<file path="src/rtl/cfb_pkg.sv">
// Shared constants and types for the channel frame builder.
package cfb_pkg;

   localparam int unsigned CFB_CHANNELS = 8;

   localparam logic [7:0] CFB_FRAME_SYNC    = 8'hAA;
   localparam logic [7:0] CFB_DEST_RESET    = 8'hFF;
   localparam logic [7:0] CFB_FUNC_RESET    = 8'hF1;

   // register indexes on the CSR port
   localparam logic CFB_REG_DEST = 1'b0;
   localparam logic CFB_REG_FUNC = 1'b1;

   // byte positions within the bytes one sample can produce
   localparam logic [3:0] CFB_STEP_SYNC  = 4'd0;
   localparam logic [3:0] CFB_STEP_DEST  = 4'd1;
   localparam logic [3:0] CFB_STEP_FUNC  = 4'd2;
   localparam logic [3:0] CFB_STEP_LEN   = 4'd3;
   localparam logic [3:0] CFB_STEP_D0    = 4'd4;
   localparam logic [3:0] CFB_STEP_D1    = 4'd5;
   localparam logic [3:0] CFB_STEP_D2    = 4'd6;
   localparam logic [3:0] CFB_STEP_D3    = 4'd7;
   localparam logic [3:0] CFB_STEP_SUM   = 4'd8;
   localparam logic [3:0] CFB_STEP_CHECK = 4'd9;

   // one sample held for serialization, with its place in the frame
   typedef struct packed {
      logic               first;
      logic               last;
      logic signed [31:0] value;
   } item_type;

endpackage

</file>
<file path="src/rtl/cfb_frame_ctl.sv">
// Channel position tracking and the sample holding register.
module cfb_frame_ctl
   import cfb_pkg::*;
#(
   parameter int unsigned CHANNELS = CFB_CHANNELS
) (
   input  logic               clock,
   input  logic               reset,
   input  logic               req_valid,
   output logic               req_ready,
   input  logic signed [31:0] req_channel_value,
   input  logic               item_done,
   output logic               item_valid,
   output item_type           item
);

   localparam int unsigned IDX_W = (CHANNELS > 1) ? $clog2(CHANNELS) : 1;
   localparam logic [IDX_W-1:0] LAST_IDX = IDX_W'(CHANNELS - 1);

   logic [IDX_W-1:0] index_ff, index_in;
   logic             valid_ff, valid_in;
   item_type         item_ff, item_in;
   logic             accept;
   logic             is_last;

   assign req_ready = !valid_ff || item_done;
   assign accept    = req_valid && req_ready;
   assign is_last   = (index_ff == LAST_IDX);

   always_comb begin
      index_in = index_ff;
      valid_in = valid_ff;
      item_in  = item_ff;
      if (accept) begin
         valid_in      = 1'b1;
         item_in.first = (index_ff == '0);
         item_in.last  = is_last;
         item_in.value = req_channel_value;
         index_in      = is_last ? '0 : index_ff + 1'b1;
      end else if (item_done) begin
         valid_in = 1'b0;
      end
   end

   always_ff @(posedge clock) begin
      if (reset) begin
         index_ff <= '0;
         valid_ff <= 1'b0;
      end else begin
         index_ff <= index_in;
         valid_ff <= valid_in;
      end
   end

   always_ff @(posedge clock) begin
      item_ff <= item_in;
   end

   assign item_valid = valid_ff;
   assign item       = item_ff;

endmodule

</file>
<file path="src/rtl/cfb_byte_seq.sv">
// Byte serializer with sum and add-check accumulators and output register.
module cfb_byte_seq
   import cfb_pkg::*;
#(
   parameter int unsigned CHANNELS = CFB_CHANNELS
) (
   input  logic       clock,
   input  logic       reset,
   input  logic       item_valid,
   input  item_type   item,
   output logic       item_done,
   input  logic [7:0] dest_address,
   input  logic [7:0] function_code,
   output logic       rsp_valid,
   input  logic       rsp_ready,
   output logic [7:0] rsp_out_byte,
   output logic       rsp_frame_end
);

   localparam logic [7:0] LEN_BYTE = 8'((4 * CHANNELS) % 256);

   logic       busy_ff, busy_in;
   logic [3:0] step_ff, step_in;
   logic [7:0] sum_ff, sum_in;
   logic [7:0] run_ff, run_in;
   logic       out_valid_ff, out_valid_in;
   logic [7:0] out_byte_ff, out_byte_in;
   logic       out_end_ff, out_end_in;

   logic       advance, emit;
   logic [3:0] cur_step, end_step;
   logic [7:0] cur_byte, base_sum, base_run, new_sum;

   assign advance  = !out_valid_ff || rsp_ready;
   assign emit     = item_valid && advance;
   assign cur_step = busy_ff ? step_ff : (item.first ? CFB_STEP_SYNC : CFB_STEP_D0);
   assign end_step = item.last ? CFB_STEP_CHECK : CFB_STEP_D3;
   assign item_done = emit && (cur_step == end_step);

   always_comb begin
      case (cur_step)
         CFB_STEP_SYNC:  cur_byte = CFB_FRAME_SYNC;
         CFB_STEP_DEST:  cur_byte = dest_address;
         CFB_STEP_FUNC:  cur_byte = function_code;
         CFB_STEP_LEN:   cur_byte = LEN_BYTE;
         CFB_STEP_D0:    cur_byte = item.value[7:0];
         CFB_STEP_D1:    cur_byte = item.value[15:8];
         CFB_STEP_D2:    cur_byte = item.value[23:16];
         CFB_STEP_D3:    cur_byte = item.value[31:24];
         CFB_STEP_SUM:   cur_byte = sum_ff;
         CFB_STEP_CHECK: cur_byte = run_ff;
         default:        cur_byte = 8'h00;
      endcase
   end

   // a frame's checksums restart with its sync byte
   assign base_sum = (cur_step == CFB_STEP_SYNC) ? 8'h00 : sum_ff;
   assign base_run = (cur_step == CFB_STEP_SYNC) ? 8'h00 : run_ff;
   assign new_sum  = base_sum + cur_byte;

   always_comb begin
      busy_in      = busy_ff;
      step_in      = step_ff;
      sum_in       = sum_ff;
      run_in       = run_ff;
      out_valid_in = out_valid_ff && !rsp_ready;
      out_byte_in  = out_byte_ff;
      out_end_in   = out_end_ff;
      if (emit) begin
         out_valid_in = 1'b1;
         out_byte_in  = cur_byte;
         out_end_in   = (cur_step == CFB_STEP_CHECK);
         if (cur_step < CFB_STEP_SUM) begin
            sum_in = new_sum;
            run_in = base_run + new_sum;
         end
         if (cur_step == end_step) begin
            busy_in = 1'b0;
         end else begin
            busy_in = 1'b1;
            step_in = cur_step + 4'd1;
         end
      end
   end

   always_ff @(posedge clock) begin
      if (reset) begin
         busy_ff      <= 1'b0;
         out_valid_ff <= 1'b0;
      end else begin
         busy_ff      <= busy_in;
         out_valid_ff <= out_valid_in;
      end
   end

   always_ff @(posedge clock) begin
      step_ff     <= step_in;
      sum_ff      <= sum_in;
      run_ff      <= run_in;
      out_byte_ff <= out_byte_in;
      out_end_ff  <= out_end_in;
   end

   assign rsp_valid     = out_valid_ff;
   assign rsp_out_byte  = out_byte_ff;
   assign rsp_frame_end = out_end_ff;

endmodule

</file>
<file path="src/rtl/channel_frame_builder_dual_checksum_top.sv">
// Top level of the channel frame builder: CSR block and datapath wiring.
//
//   Channel   Direction  Handshake         Payload
//   req       in         req_valid/ready   req_channel_value (32b signed sample)
//   rsp       out        rsp_valid/ready   rsp_out_byte (8b), rsp_frame_end (1b)
//   csr       in/out     APB psel/penable  paddr[2:0], pwdata/prdata (32b)
//
// Each sample leaves as 4 bytes, plus 4 header bytes on the first channel and
// 2 checksum bytes on the last, one byte per cycle while rsp is not stalled;
// the single byte output port sets this rate.
// The next sample is taken in the cycle its predecessor's last byte enters the output register.
// Reset is synchronous: it drops all queued bytes, restarts at channel 0 and
// loads dest_address 0xFF and function_code 0xF1.
// A stall on rsp holds the output register and the serializer in place.
module channel_frame_builder_dual_checksum_top
   import cfb_pkg::*;
#(
   parameter int unsigned CHANNELS = CFB_CHANNELS
) (
   input  logic               clock,
   input  logic               reset,
   // sample input
   input  logic               req_valid,
   output logic               req_ready,
   input  logic signed [31:0] req_channel_value,
   // byte output
   output logic               rsp_valid,
   input  logic               rsp_ready,
   output logic [7:0]         rsp_out_byte,
   output logic               rsp_frame_end,
   // configuration
   input  logic               psel,
   input  logic               penable,
   input  logic               pwrite,
   input  logic [2:0]         paddr,
   input  logic [31:0]        pwdata,
   output logic [31:0]        prdata,
   output logic               pready
);

   logic [7:0] dest_ff, dest_in;
   logic [7:0] func_ff, func_in;
   logic       csr_write;
   logic       reg_sel;
   logic       item_valid;
   logic       item_done;
   item_type   item;

   // APB: zero wait states, register index is the word address
   assign pready    = 1'b1;
   assign reg_sel   = paddr[2];
   assign csr_write = psel && penable && pwrite;

   always_comb begin
      dest_in = dest_ff;
      func_in = func_ff;
      if (csr_write) begin
         case (reg_sel)
            CFB_REG_DEST: dest_in = pwdata[7:0];
            CFB_REG_FUNC: func_in = pwdata[7:0];
            default:      dest_in = dest_ff;
         endcase
      end
   end

   always_comb begin
      case (reg_sel)
         CFB_REG_DEST: prdata = {24'h0, dest_ff};
         CFB_REG_FUNC: prdata = {24'h0, func_ff};
         default:      prdata = 32'h0;
      endcase
   end

   always_ff @(posedge clock) begin
      if (reset) begin
         dest_ff <= CFB_DEST_RESET;
         func_ff <= CFB_FUNC_RESET;
      end else begin
         dest_ff <= dest_in;
         func_ff <= func_in;
      end
   end

   // hold one sample and tag it first/last within the frame
   cfb_frame_ctl #(
      .CHANNELS(CHANNELS)
   ) u_frame_ctl (
      .clock            (clock),
      .reset            (reset),
      .req_valid        (req_valid),
      .req_ready        (req_ready),
      .req_channel_value(req_channel_value),
      .item_done        (item_done),
      .item_valid       (item_valid),
      .item             (item)
   );

   // advance through header, data and checksum bytes, one beat per cycle while rsp is not stalled
   cfb_byte_seq #(
      .CHANNELS(CHANNELS)
   ) u_byte_seq (
      .clock        (clock),
      .reset        (reset),
      .item_valid   (item_valid),
      .item         (item),
      .item_done    (item_done),
      .dest_address (dest_ff),
      .function_code(func_ff),
      .rsp_valid    (rsp_valid),
      .rsp_ready    (rsp_ready),
      .rsp_out_byte (rsp_out_byte),
      .rsp_frame_end(rsp_frame_end)
   );

endmodule

</file>
<file path="config.mk">
export PLATFORM = sky130hd
export DESIGN_NAME = channel_frame_builder_dual_checksum_top
export DESIGN_NICKNAME = d
export VERILOG_FILES = /design/src/rtl/cfb_pkg.sv /design/src/rtl/cfb_frame_ctl.sv /design/src/rtl/cfb_byte_seq.sv /design/src/rtl/channel_frame_builder_dual_checksum_top.sv
export SDC_FILE = /design/constraint.sdc
export NUM_CORES = 1
export LEC_CHECK = 0
export ABC_AREA = 1
export BUFFER_PORTS_ARGS = -buffer_cell sky130_fd_sc_hd__buf_2
export CORE_MARGIN = 2
export CORE_UTILIZATION = 51
export DETAILED_ROUTE_END_ITERATION = 12
export PLACE_DENSITY = 0.78
export SETUP_SLACK_MARGIN = 0.2
export SYNTH_ARGS = -nofsm -noshare
export SYNTH_HDL_FRONTEND = slang
export SYNTH_HIERARCHICAL = 1
export SYNTH_SLANG_ARGS = --single-unit
</file>
<file path="constraint.sdc">
create_clock -name clock -period 11.25 [get_ports clock]
set_clock_uncertainty 0.1 [all_clocks]
set_input_delay 2.25 -clock clock [delete_from_list [all_inputs] [get_ports clock]]
set_output_delay 2.25 -clock clock [all_outputs]
set_load 0.005 [all_outputs]
</file>
## After elaboration in Yosys (flattened, before gate mapping)

Cells that the tools add are included.

- Multipliers: 0
- Equality and inequality tests: 11
- Divide/modulo/power cells: 0
- Multiplexer cells: 12
- Shifts and indexed selects: 0
- $add $sub $neg: 4
- Order comparisons: 1
- Reductions and logical operators: 18
- Bitwise operators: 2

Operators by type and width:

| kind | number |
|---|---|
| $pmux W8 S10 | 1 |
| $pmux W32 S2 | 1 |
| $add A8 B8 Y8 | 2 |
| $eq A4 B3 Y1 const B | 4 |
| $mux W8 | 2 |
| $eq A4 B2 Y1 const B | 2 |
| $eq A4 B4 Y1 const B | 2 |
| $mux W4 | 2 |
| $reduce_and A2 Y1 | 4 |
| $logic_and A1 B1 Y1 | 6 |
| $mux W3 | 2 |
| $add A4 B1 Y4 const B | 1 |
| $eq A4 B1 Y1 const B | 1 |
| $eq A4 B4 Y1 | 1 |
| $logic_not A4 Y1 | 1 |
| $lt A4 B4 Y1 const B | 1 |
| $mux W1 | 4 |
| $add A3 B1 Y3 const B | 1 |
| $eq A3 B3 Y1 const B | 1 |
| $logic_not A1 Y1 | 3 |
| $logic_not A3 Y1 | 1 |
| $logic_or A1 B1 Y1 | 2 |
| $not A1 Y1 | 2 |
| $reduce_bool A2 Y1 | 1 |

- Flip-flop bits (word level): 85
- Memories kept: 0
- Logic and storage cells: 62
- Latch bits: 0
- Bits in writable memories: 0
- Output and inout port bits: 44
- Input port bits: 74
- ROM bits: 0

## Longest topological paths before layout

Gate-level depths: netlist of run 1.

- Depth after elaboration: 7
- Mapped depth: 26
- Mapped depth without buffers: 25

## Modules after synthesis

Netlist of run 1, hierarchy kept.

By module, submodules not included:

| module | area an instance (um^2) | seq. area each (um^2) | cells an instance | times used |
|---|---|---|---|---|
| cfb_byte_seq | 2,338.5 | 910.9 | 280 | 1 |
| cfb_frame_ctl | 1,251.2 | 1,101.1 | 66 | 1 |
| channel_frame_builder_dual_checksum_top | 888.4 | 320.3 | 133 | 1 |

## Worst setup path after synthesis of run 1

OpenSTA, ideal clock, no wires.

- Kind: input -> output
- Start: input port rsp_ready
- End: output port req_ready
- Cell stages on the path: 6
- Data required time: 8.900 ns
- Path slack: 6.217 ns
- Arrival time: 2.683 ns
- Cell sequence: inv_1 > nand2_1 > nand2_1 > nor2_1 > inv_1 > nand2_4

- Longest elaborated chain between the ends: 4

Ends and longest elaborated chain:

| item | line | text |
|---|---|---|
| from (decl) | channel_frame_builder_dual_checksum_top.sv:28 | `input logic rsp_ready,` |
| $logic_or A1 B1 Y1 | cfb_byte_seq.sv:34 | `assign advance = !out_valid_ff \|\| rsp_ready;` |
| $logic_and A1 B1 Y1 | cfb_byte_seq.sv:35 | `assign emit = item_valid && advance;` |
| $logic_and A1 B1 Y1 | cfb_byte_seq.sv:38 | `assign item_done = emit && (cur_step == end_step);` |
| net item_done | channel_frame_builder_dual_checksum_top.sv:46 | `logic item_done;` |
| $logic_or A1 B1 Y1 | cfb_frame_ctl.sv:26 | `assign req_ready = !valid_ff \|\| item_done;` |
| to (decl) | channel_frame_builder_dual_checksum_top.sv:24 | `output logic req_ready,` |

The timed path passes the listed nets, and every way through them passes these cells.

## Final worst setup path of run 1

Ends and elaborated chain as after synthesis.

==> results of run 1 <==
per-layer routing:
layer,vias up,share of wire [%]
li1,1690,-
met1,1653,41
met2,173,50
met3,17,6.9
met4,0,2.8
met5,-,0
how the worst min path moves through the flow:
stage	from	end	cells after the start
final	dest_ff[6]	dest_ff[6]	2
after global routing	func_ff[4]	func_ff[4]	2
after CTS	dest_ff[6]	dest_ff[6]	2
after detailed placement	dest_ff[0]	dest_ff[0]	2
after global placement	dest_ff[0]	dest_ff[0]	2
after floorplan	func_ff[0]	func_ff[0]	2
state kept, by name, summed over array words and instances (netlist names):
| register | flops |
|---|---|
| u_byte_seq/busy_ff | 1 |
| u_byte_seq/rsp_valid | 1 |
| u_frame_ctl/item_valid | 1 |
| u_frame_ctl/index_ff | 3 |
| func_ff | 8 |
| u_byte_seq/sum_ff | 8 |
| u_byte_seq/step_ff | 4 |
| u_byte_seq/run_ff | 8 |
| u_frame_ctl/item | 34 |
| u_byte_seq/rsp_out_byte | 8 |
| u_byte_seq/rsp_frame_end | 1 |
| dest_ff | 8 |
placed cells by master, fill, tap and decap left out, drive strengths merged, types with 5 or more instances in the layout:
| cell | synthesis | final |
|---|---|---|
| inv | 56 | 60 |
| conb | 2 | 25 |
| edfxtp | 63 | 63 |
| ha | 21 | 21 |
| clkbuf | 2 | 9 |
| a21oi | 24 | 24 |
| nor2 | 32 | 32 |
| a221oi | 9 | 9 |
| nand4 | 7 | 7 |
| dfxtp | 22 | 22 |
| buf | 29 | 67 |
| nand2 | 137 | 137 |
| o21ai | 5 | 5 |
| xor2 | 10 | 10 |
| nand3 | 46 | 46 |
| a22o | 5 | 5 |
final cells by class:
| cell class | count | area, um^2 |
|---|---|---|
| clock inverters | 7 | 46.3 |
| multi-input cells | 330 | 1790 |
| inverters | 56 | 210 |
| fillers | 775 | 3660 |
| well taps | 108 | 135 |
| repair buffers | 67 | 338 |
| flip-flops and latches | 85 | 2330 |
| clock buffers | 9 | 124 |
per-stage QoR:
step           instances  power [uW]
2_1_floorplan        502         666
3_3_place_gp         646         720
5_1_grt              662         994
4_1_cts              662         934
3_5_place_dp         646         741
6_report             662         933
logic make-up after synthesis:
| logic type | count (synthesis) | synth area share, % |
|---|---|---|
| fa+ha+maj | 23 | 6.76 |
| flops | 85 | 52.1 |
| compound gates | 46 | 6.57 |
| buf+inv | 87 | 9.78 |
| other cells | 2 | 0.168 |
| xor+xnor | 12 | 2.35 |
| simple gates | 224 | 22.3 |
cell usage after synthesis, drive strengths merged:
library cell and count:
a21oi 24, a221oi 9, a22o 5, a31oi 1
a41oi 1, buf 29, clkbuf 2, conb 2
dfxtp 22, edfxtp 63, fa 2, ha 21
inv 56, nand2 137, nand3 46, nand3b 1
nand4 7, nor2 32, nor3 1, o21a 1
o21ai 5, xnor2 2, xor2 10
power by group:
group          total (uW)  internal (uW)  switching [uW]
combinational         320            123             197
clock                 194           81.1             113
sequential            419            400            18.6
worst min-delay path, stage by stage, from the launching register on:
cell and delay [ns]:
dfxtp_1 0.33, nand2_1 0.06, nand3_1 0.06
==> impl_metrics.toml, run 1 <==
[run_status]
status = "finished clean"

[drt]
viasPerCell = 5.34
final_antenna_net_count = 0
drc = 0
first_pass_iters = 5
num_vias = 3533
wl_um = 9770
drt_iter0_drc = 224
avgRoutedWirePerCell_um = 14.8

[placement]
place_ws_ns = 5.88
place.port_buffers = 66
dp.final_hpwl_um = 7330
gp_congestion = 0.936
place_area_mm2 = 0.00481

[global_route]
met3_usage_pct = 4.46
grt_util_met1_pct = 26.7
antenna_found_initial = 0
busiest_layer = "met2"
grt_start_max_net_pins = 37
grt_usage_pct = 21.4
grt-ovfl-total = 0
grt_pass1_vias = 3351
grt_first_pass_wirelength_um = 15900
use_met2_pct = 36.3

[synthesis]
yosysWarnings = 6
yosysTopAreaCell = "edfxtp_1"
synth_area_mm2 = 0.00448
syn-mean-instance-area_um2 = 9.35
ys_types = 32
yosysTopAreaCellShare_pct = 42.2
synthCells = 479
ys_seq_area_share_pct = 52.1
synth.ff_latch_count = 85
yosys-top-cells-area = "edfxtp_1, nand2_1, dfxtp_1, ha_1, nand3_1"

[power_and_ir_drop]
p_leak_uw = 0.00246
p_per_area_mw_per_mm2 = 187
vdd_drop_max_mv = 0.0873

[sta]
setup_ws_ns = 5.90
setup-violations-final = 0
relSlewSlack_pct = 49.0
hold_slack_ns = 0.392
fin_crit_ns = 5.35
rsz0062_at_grt = "false"
slew_viol_final = 0
finalHoldViolCount = 0
fin_crit_sh_pct = 47.6
fin_tns_setup_ns = 0
fmax_ghz = 0.187
tightestPinTransition_ns = 0.763

[setup_path]
cp_slowest_cell = "nand2_1"
worstPathMaxFanout = 6
worstSetupPathType = "input pin to output pin"
crit_end = "req_ready"
cp-end-kind = "output pin"
cp-start-kind = "input pin"
max_stage_delay_ns = 0.18
reg2reg_from = "u_byte_seq/busy_ff"
arrival_ns = 3.00
reg2reg_to = "u_byte_seq/run_ff[7]"
r2r_slack_ns = 6.47
cp_top_family = "simple AND/OR/NAND/NOR gates"
crit_cells = 8
worstPathCellList = "buf_2 -> inv_1 -> nand2_1 -> nand2_1 -> nor2_1 -> inv_1 -> nand2_4 -> buf_2"
reg2regPathDepth = 23
worstPathRequired_ns = 8.90
worst-path-buf-inv = 4
crit_start = "rsp_ready"

[worst_hold_path]
hold_path_class = "flip-flop to flip-flop"

[cells_and_area]
final_cell_area_mm2 = 0.00498
finish.utilization_pct = 57.7
drive_gt1_share_pct = 19.5
nNetsFinal = 646
syn2layout_area_growth_pct = 11.2
diodes = 0

[clock_network]
cts_tree = "built"
h-tree-depth = 3
clock_latency_ns = 0.36
clock-sinks = 85
root_buffer = "clkbuf_8"
holdBufCountCts = 0
clk_pin_slew_ns = 0.09
cts_made_buffers = 9
clk_path_buf_depth = 2
post_cts_resized = 0
cts_setup_buffers = 0

[floorplanning]
die_h_um = 97.7
fp.dieW_um = 97.7
core_area_mm2 = 0.00864
rows = 34
die_area_mm2 = 0.00955
start_util_pct = 51.9
ios = 118

[run]
cap_violations = 0
Note: power is estimated with default switching activity, not from simulation.
==> run 2, diff against run 1 <==
- CORE_UTILIZATION: 51 -> 48
- PLACE_DENSITY: 0.78 -> 0.77
- clock period: 11.25 -> 4.9 ns (I/O delays scaled with it)
==> impl_metrics.toml, run 2 (synthesis results as in run 1) <==
[setup_path]
cp-start-kind = "flip-flop"
arrival_ns = 4.37
cp_common_cell = "nand2_1"
worstPathCellList = "nand2_2 -> inv_1 -> ha_1 -> nand2_1 -> inv_1 -> a221oi_2 -> nand3_1 -> ha_1 -> fa_1 -> nand3_1 -> nand2_1 -> a21oi_1 -> nor2_1 -> nor2_1 -> xnor2_1 -> ha_1 -> a21oi_1 -> o21a_1 -> nand2_1 -> xor2_1 -> nand3b_1 -> nand2_1"
max_stage_delay_ns = 0.43
worstPathMaxFanout = 7
worstSetupPathType = "flip-flop to flip-flop"
cp-end-kind = "flip-flop"
worstPathRequired_ns = 4.93
cp_slowest_cell = "fa_1"

[drt]
viasPerCell = 5.24
first_pass_iters = 5
wl_um = 9660
drt_iter0_drc = 282
drc = 0
num_vias = 3495
final_antenna_net_count = 0
avgRoutedWirePerCell_um = 14.5

[floorplanning]
ios = 118
core_area_mm2 = 0.00915
fp.dieW_um = 101
die_h_um = 101
die_area_mm2 = 0.0101
rows = 35
start_util_pct = 48.9

[sta]
slew_viol_final = 0
fin_crit_sh_pct = 88.6
fin_tns_setup_ns = 0
finalHoldViolCount = 0
tightestPinTransition_ns = 0.774
setup-violations-final = 0
rsz0062_at_grt = "false"
fin_crit_ns = 4.34
relSlewSlack_pct = 48.3
fmax_ghz = 0.230

[global_route]
grt_pass1_vias = 3329
grt_start_max_net_pins = 37
antenna_found_initial = 0
grt_usage_pct = 20.2
grt_first_pass_wirelength_um = 15500
grt-ovfl-total = 0

[clock_network]
h-tree-depth = 3
clock-sinks = 85
cts_made_buffers = 9
clk_path_buf_depth = 2
clock_latency_ns = 0.37
clk_pin_slew_ns = 0.09
root_buffer = "clkbuf_8"
cts_tree = "built"
holdBufCountCts = 0

[run]
cap_violations = 0

[cells_and_area]
drive_gt1_share_pct = 21.0
layout_commonest_cell = "nand2_1"
fillers = 822
final_cell_mix = "nand2_1, buf_2, edfxtp_1"
nNetsFinal = 648
largest_reg_flops = 34
seq_area_mm2 = 0.00233
multiInputGateArea_mm2 = 0.00181
finish.utilization_pct = 55.1
syn2layout_area_growth_pct = 12.5
diodes = 0

[power_and_ir_drop]
vdd_drop_max_mv = 0.202
p_leak_uw = 0.00248
p_per_area_mw_per_mm2 = 431

[worst_hold_path]
hold_path_class = "flip-flop to flip-flop"

[placement]
gp_congestion = 0.909
place.port_buffers = 66
dp.final_hpwl_um = 7160

[run_status]
status = "finished clean"
run 2: worst max-delay path: cells and delay by family, from the launching register on:
kind                       cells  cell delay [ns]
and+or+nand+nor               10             0.97
AOI/OAI and AO/OA              4             0.71
xor gates and xnor gates       2             0.36
buffers and inverters          2             0.23
adders and majority gates      4             1.31
DFF                            1             0.41
run 2: report_power, final:
group | leakage, uW | internal (uW) | total [uW] | switching (uW)
Clock | 0.000102 | 217 | 476 | 259
Combinational | 0.00160 | 285 | 730 | 445
Sequential | 0.000779 | 920 | 963 | 43.8
Total | 0.00248 | 1420 | 2170 | 748
run 2: what timing repair did:
item                       CTS  global route
setup endpoints to repair    0             1
gates resized for setup      0             6
setup buffers                0             1
run 2: layout make-up:
cell class / count / area share [%]
Inverter: 56 / 4.17
Clock inverter: 6 / 0.894
Sequential cell: 85 / 46.3
Multi-Input combinational cell: 330 / 35.9
Tap cell: 111 / 2.76
Timing Repair Buffer: 69 / 7.00
Clock buffer: 10 / 2.95
run 2: layer usage:
metal / share of wire (%) / global-route usage, % / vias up / routed length (um)
li1: - / - / 1696 / -
met1: 42 / 24.8 / 1623 / 4060
met2: 49 / 33.8 / 149 / 4710
met3: 6.2 / 4.65 / 27 / 596
met4: 3.0 / 8.96 / 0 / 291
met5: 0 / 0 / - / 0
run 2: path summary, 6_finish.rpt:
kind	from	endpoint	slack [ns]	depth (start not counted)
worst min-delay path	dest_ff[4]	dest_ff[4]	0.39	2
worst max register to register	u_byte_seq/step_ff[0]	u_byte_seq/run_ff[7]	0.56	22
worst min register to register	dest_ff[4]	dest_ff[4]	0.39	2
worst max-delay path	u_byte_seq/step_ff[0]	u_byte_seq/run_ff[7]	0.56	22
run 2: stage by stage:
step	power, uW	area, um^2	worst slack (ns)	hold WS, ns	instances
after floorplan	1530	4560	1.01	0.351	502
after global placement	1660	4820	0.430	0.376	650
after detailed placement	1690	4820	0.352	0.376	650
after CTS	2170	5010	0.314	0.392	666
after global routing	2330	5040	0.260	0.406	667
final	2170	5040	0.559	0.389	667
==> run 3, diff against run 2 <==
- CORE_ASPECT_RATIO: unset -> 0.7
- SKIP_CTS_REPAIR_TIMING: unset -> 1
==> impl_metrics.toml, run 3 (synthesis results as in run 1) <==
[power_and_ir_drop]
p_switching_uw = 772
switching_share_pct = 31.5
p_per_area_mw_per_mm2 = 471
vdd_drop_max_mv = 0.221
p_comb_share_pct = 30.3
pwr-share-seq_pct = 39.2
p_int_uw = 1680
power_frac_clock_pct = 30.5
p_leak_uw = 0.00254

[clock_network]
root_buffer = "clkbuf_16"
cts_tree = "built"
clock-sinks = 85
clock_latency_ns = 0.35
cts_made_buffers = 9
h-tree-depth = 3
clk_path_buf_depth = 2
clk_pin_slew_ns = 0.06

[cells_and_area]
largest_reg_flops = 34
diodes = 0
syn2layout_area_growth_pct = 16.1
drive_gt1_share_pct = 20.9
fillers = 789
nNetsFinal = 647
layout_commonest_cell = "nand2_1"
final_cell_mix = "nand2_1, buf_2, edfxtp_1"

[drt]
first_pass_iters = 7
final_antenna_net_count = 0
wl_um = 10200
drt_iter0_drc = 348
avgRoutedWirePerCell_um = 15.0
viasPerCell = 5.13
drc = 0
num_vias = 3483

[floorplanning]
core_area_mm2 = 0.00907
rows = 29
ios = 118
start_util_pct = 49.4
fp.dieW_um = 119
die_area_mm2 = 0.0101
die_h_um = 84.8

[setup_path]
worstPathRequired_ns = 4.90
reg2regPathDepth = 22
worstSetupPathType = "flip-flop to flip-flop"
worstPathCellList = "nand2_2 -> inv_1 -> ha_1 -> nand2_1 -> inv_1 -> a221oi_2 -> nand3_1 -> ha_1 -> fa_1 -> nand3_1 -> nand2_1 -> a21oi_1 -> nor2_1 -> nor2_1 -> xnor2_1 -> ha_1 -> a21oi_1 -> o21a_1 -> nand2_1 -> xor2_1 -> nand3b_1 -> nand2_1"
worst-path-buf-inv = 2
arrival_ns = 4.44
cp-end-kind = "flip-flop"
cp_common_cell = "nand2_1"
cp_slowest_cell = "fa_1"
crit_cells = 22
cp-start-kind = "flip-flop"
cp_top_family = "adder cells"
worstPathMaxFanout = 7
max_stage_delay_ns = 0.43

[sta]
slew_viol_final = 0
rsz0062_at_grt = "false"
fin_crit_sh_pct = 90.6
tightestPinTransition_ns = 0.767
finalHoldViolCount = 0
fin_crit_ns = 4.44
fmax_ghz = 0.225
fin_tns_setup_ns = 0
setup-violations-final = 0
relSlewSlack_pct = 48.8
setup_ws_ns = 0.460

[global_route]
grt_start_max_net_pins = 37
grt-ovfl-total = 0
grt_first_pass_wirelength_um = 16200
grt_pass1_vias = 3310
grt_usage_pct = 21.1
antenna_found_initial = 0

[placement]
place.port_buffers = 66
dp.final_hpwl_um = 7450
gp_congestion = 0.891
place_ws_ns = 0.293

[run_status]
status = "finished clean"

[worst_hold_path]
hold_depth = 2
hold_path_class = "flip-flop to flip-flop"

[run]
cap_violations = 0
-- run 3: cell count changes in the layout (fill, tap and decap cells not counted), sizes merged --
cell / change
clkbuf: +3
clkinv: -3
buf: -1
bufinv: +1
inv: -1
-- run 3: routing by layer --
layer  vias up  wire length, um  GRT usage, %  part of all wire (%)
li1       1699                -             -                     -
met1      1630             4520          27.1                    44
met2       142             4770          34.6                    47
met3        12              780          7.39                   7.6
met4         0              133          5.45                   1.3
met5         -                0             0                     0
-- run 3: power by group through the flow --
stage               registers (uW)  clock network (uW)  logic (uW)
global route                   971                 789         834
finish                         961                 746         742
floorplan                      964                   0         565
detailed placement             975                   0         721
global placement               973                   0         683
CTS                            961                 758         731
-- run 3: cell type report --
cell class              instances  area [um^2]  area share, %
multi-input cells             330         1820           34.9
inverters                      56          210           4.04
flip-flops and latches         85         2330           44.9
well taps                     124          155           2.98
repair buffers                 68          345           6.64
clock buffers                  13          293           5.63
clock inverters                 3         47.5          0.914
-- run 3: tightest hold or removal path, cell delays in order (launching register included) --
cell and delay [ns]:
dfxtp_1 0.31, nand2_1 0.07, a21oi_1 0.06
-- run 3: worst paths after layout --
check / slack (ns) / end / start
min reg2reg: 0.38 / u_byte_seq/rsp_valid / u_byte_seq/rsp_valid
max: 0.46 / u_byte_seq/run_ff[7] / u_byte_seq/step_ff[0]
max reg2reg: 0.46 / u_byte_seq/run_ff[7] / u_byte_seq/step_ff[0]
min: 0.38 / u_byte_seq/rsp_valid / u_byte_seq/rsp_valid
-- run 3: through the flow --
stage / cells / hold WS [ns] / util (%) / total power [uW] / instance area, um^2
3_3_place_gp: 663 / 0.372 / 53.3 / 1660 / 4840
5_1_grt: 679 / 0.411 / 57.3 / 2590 / 5200
6_report: 679 / 0.383 / 57.3 / 2450 / 5200
2_1_floorplan: 502 / 0.351 / - / 1530 / 4560
3_5_place_dp: 663 / 0.378 / 53.3 / 1700 / 4840
4_1_cts: 679 / 0.390 / 57.1 / 2450 / 5180
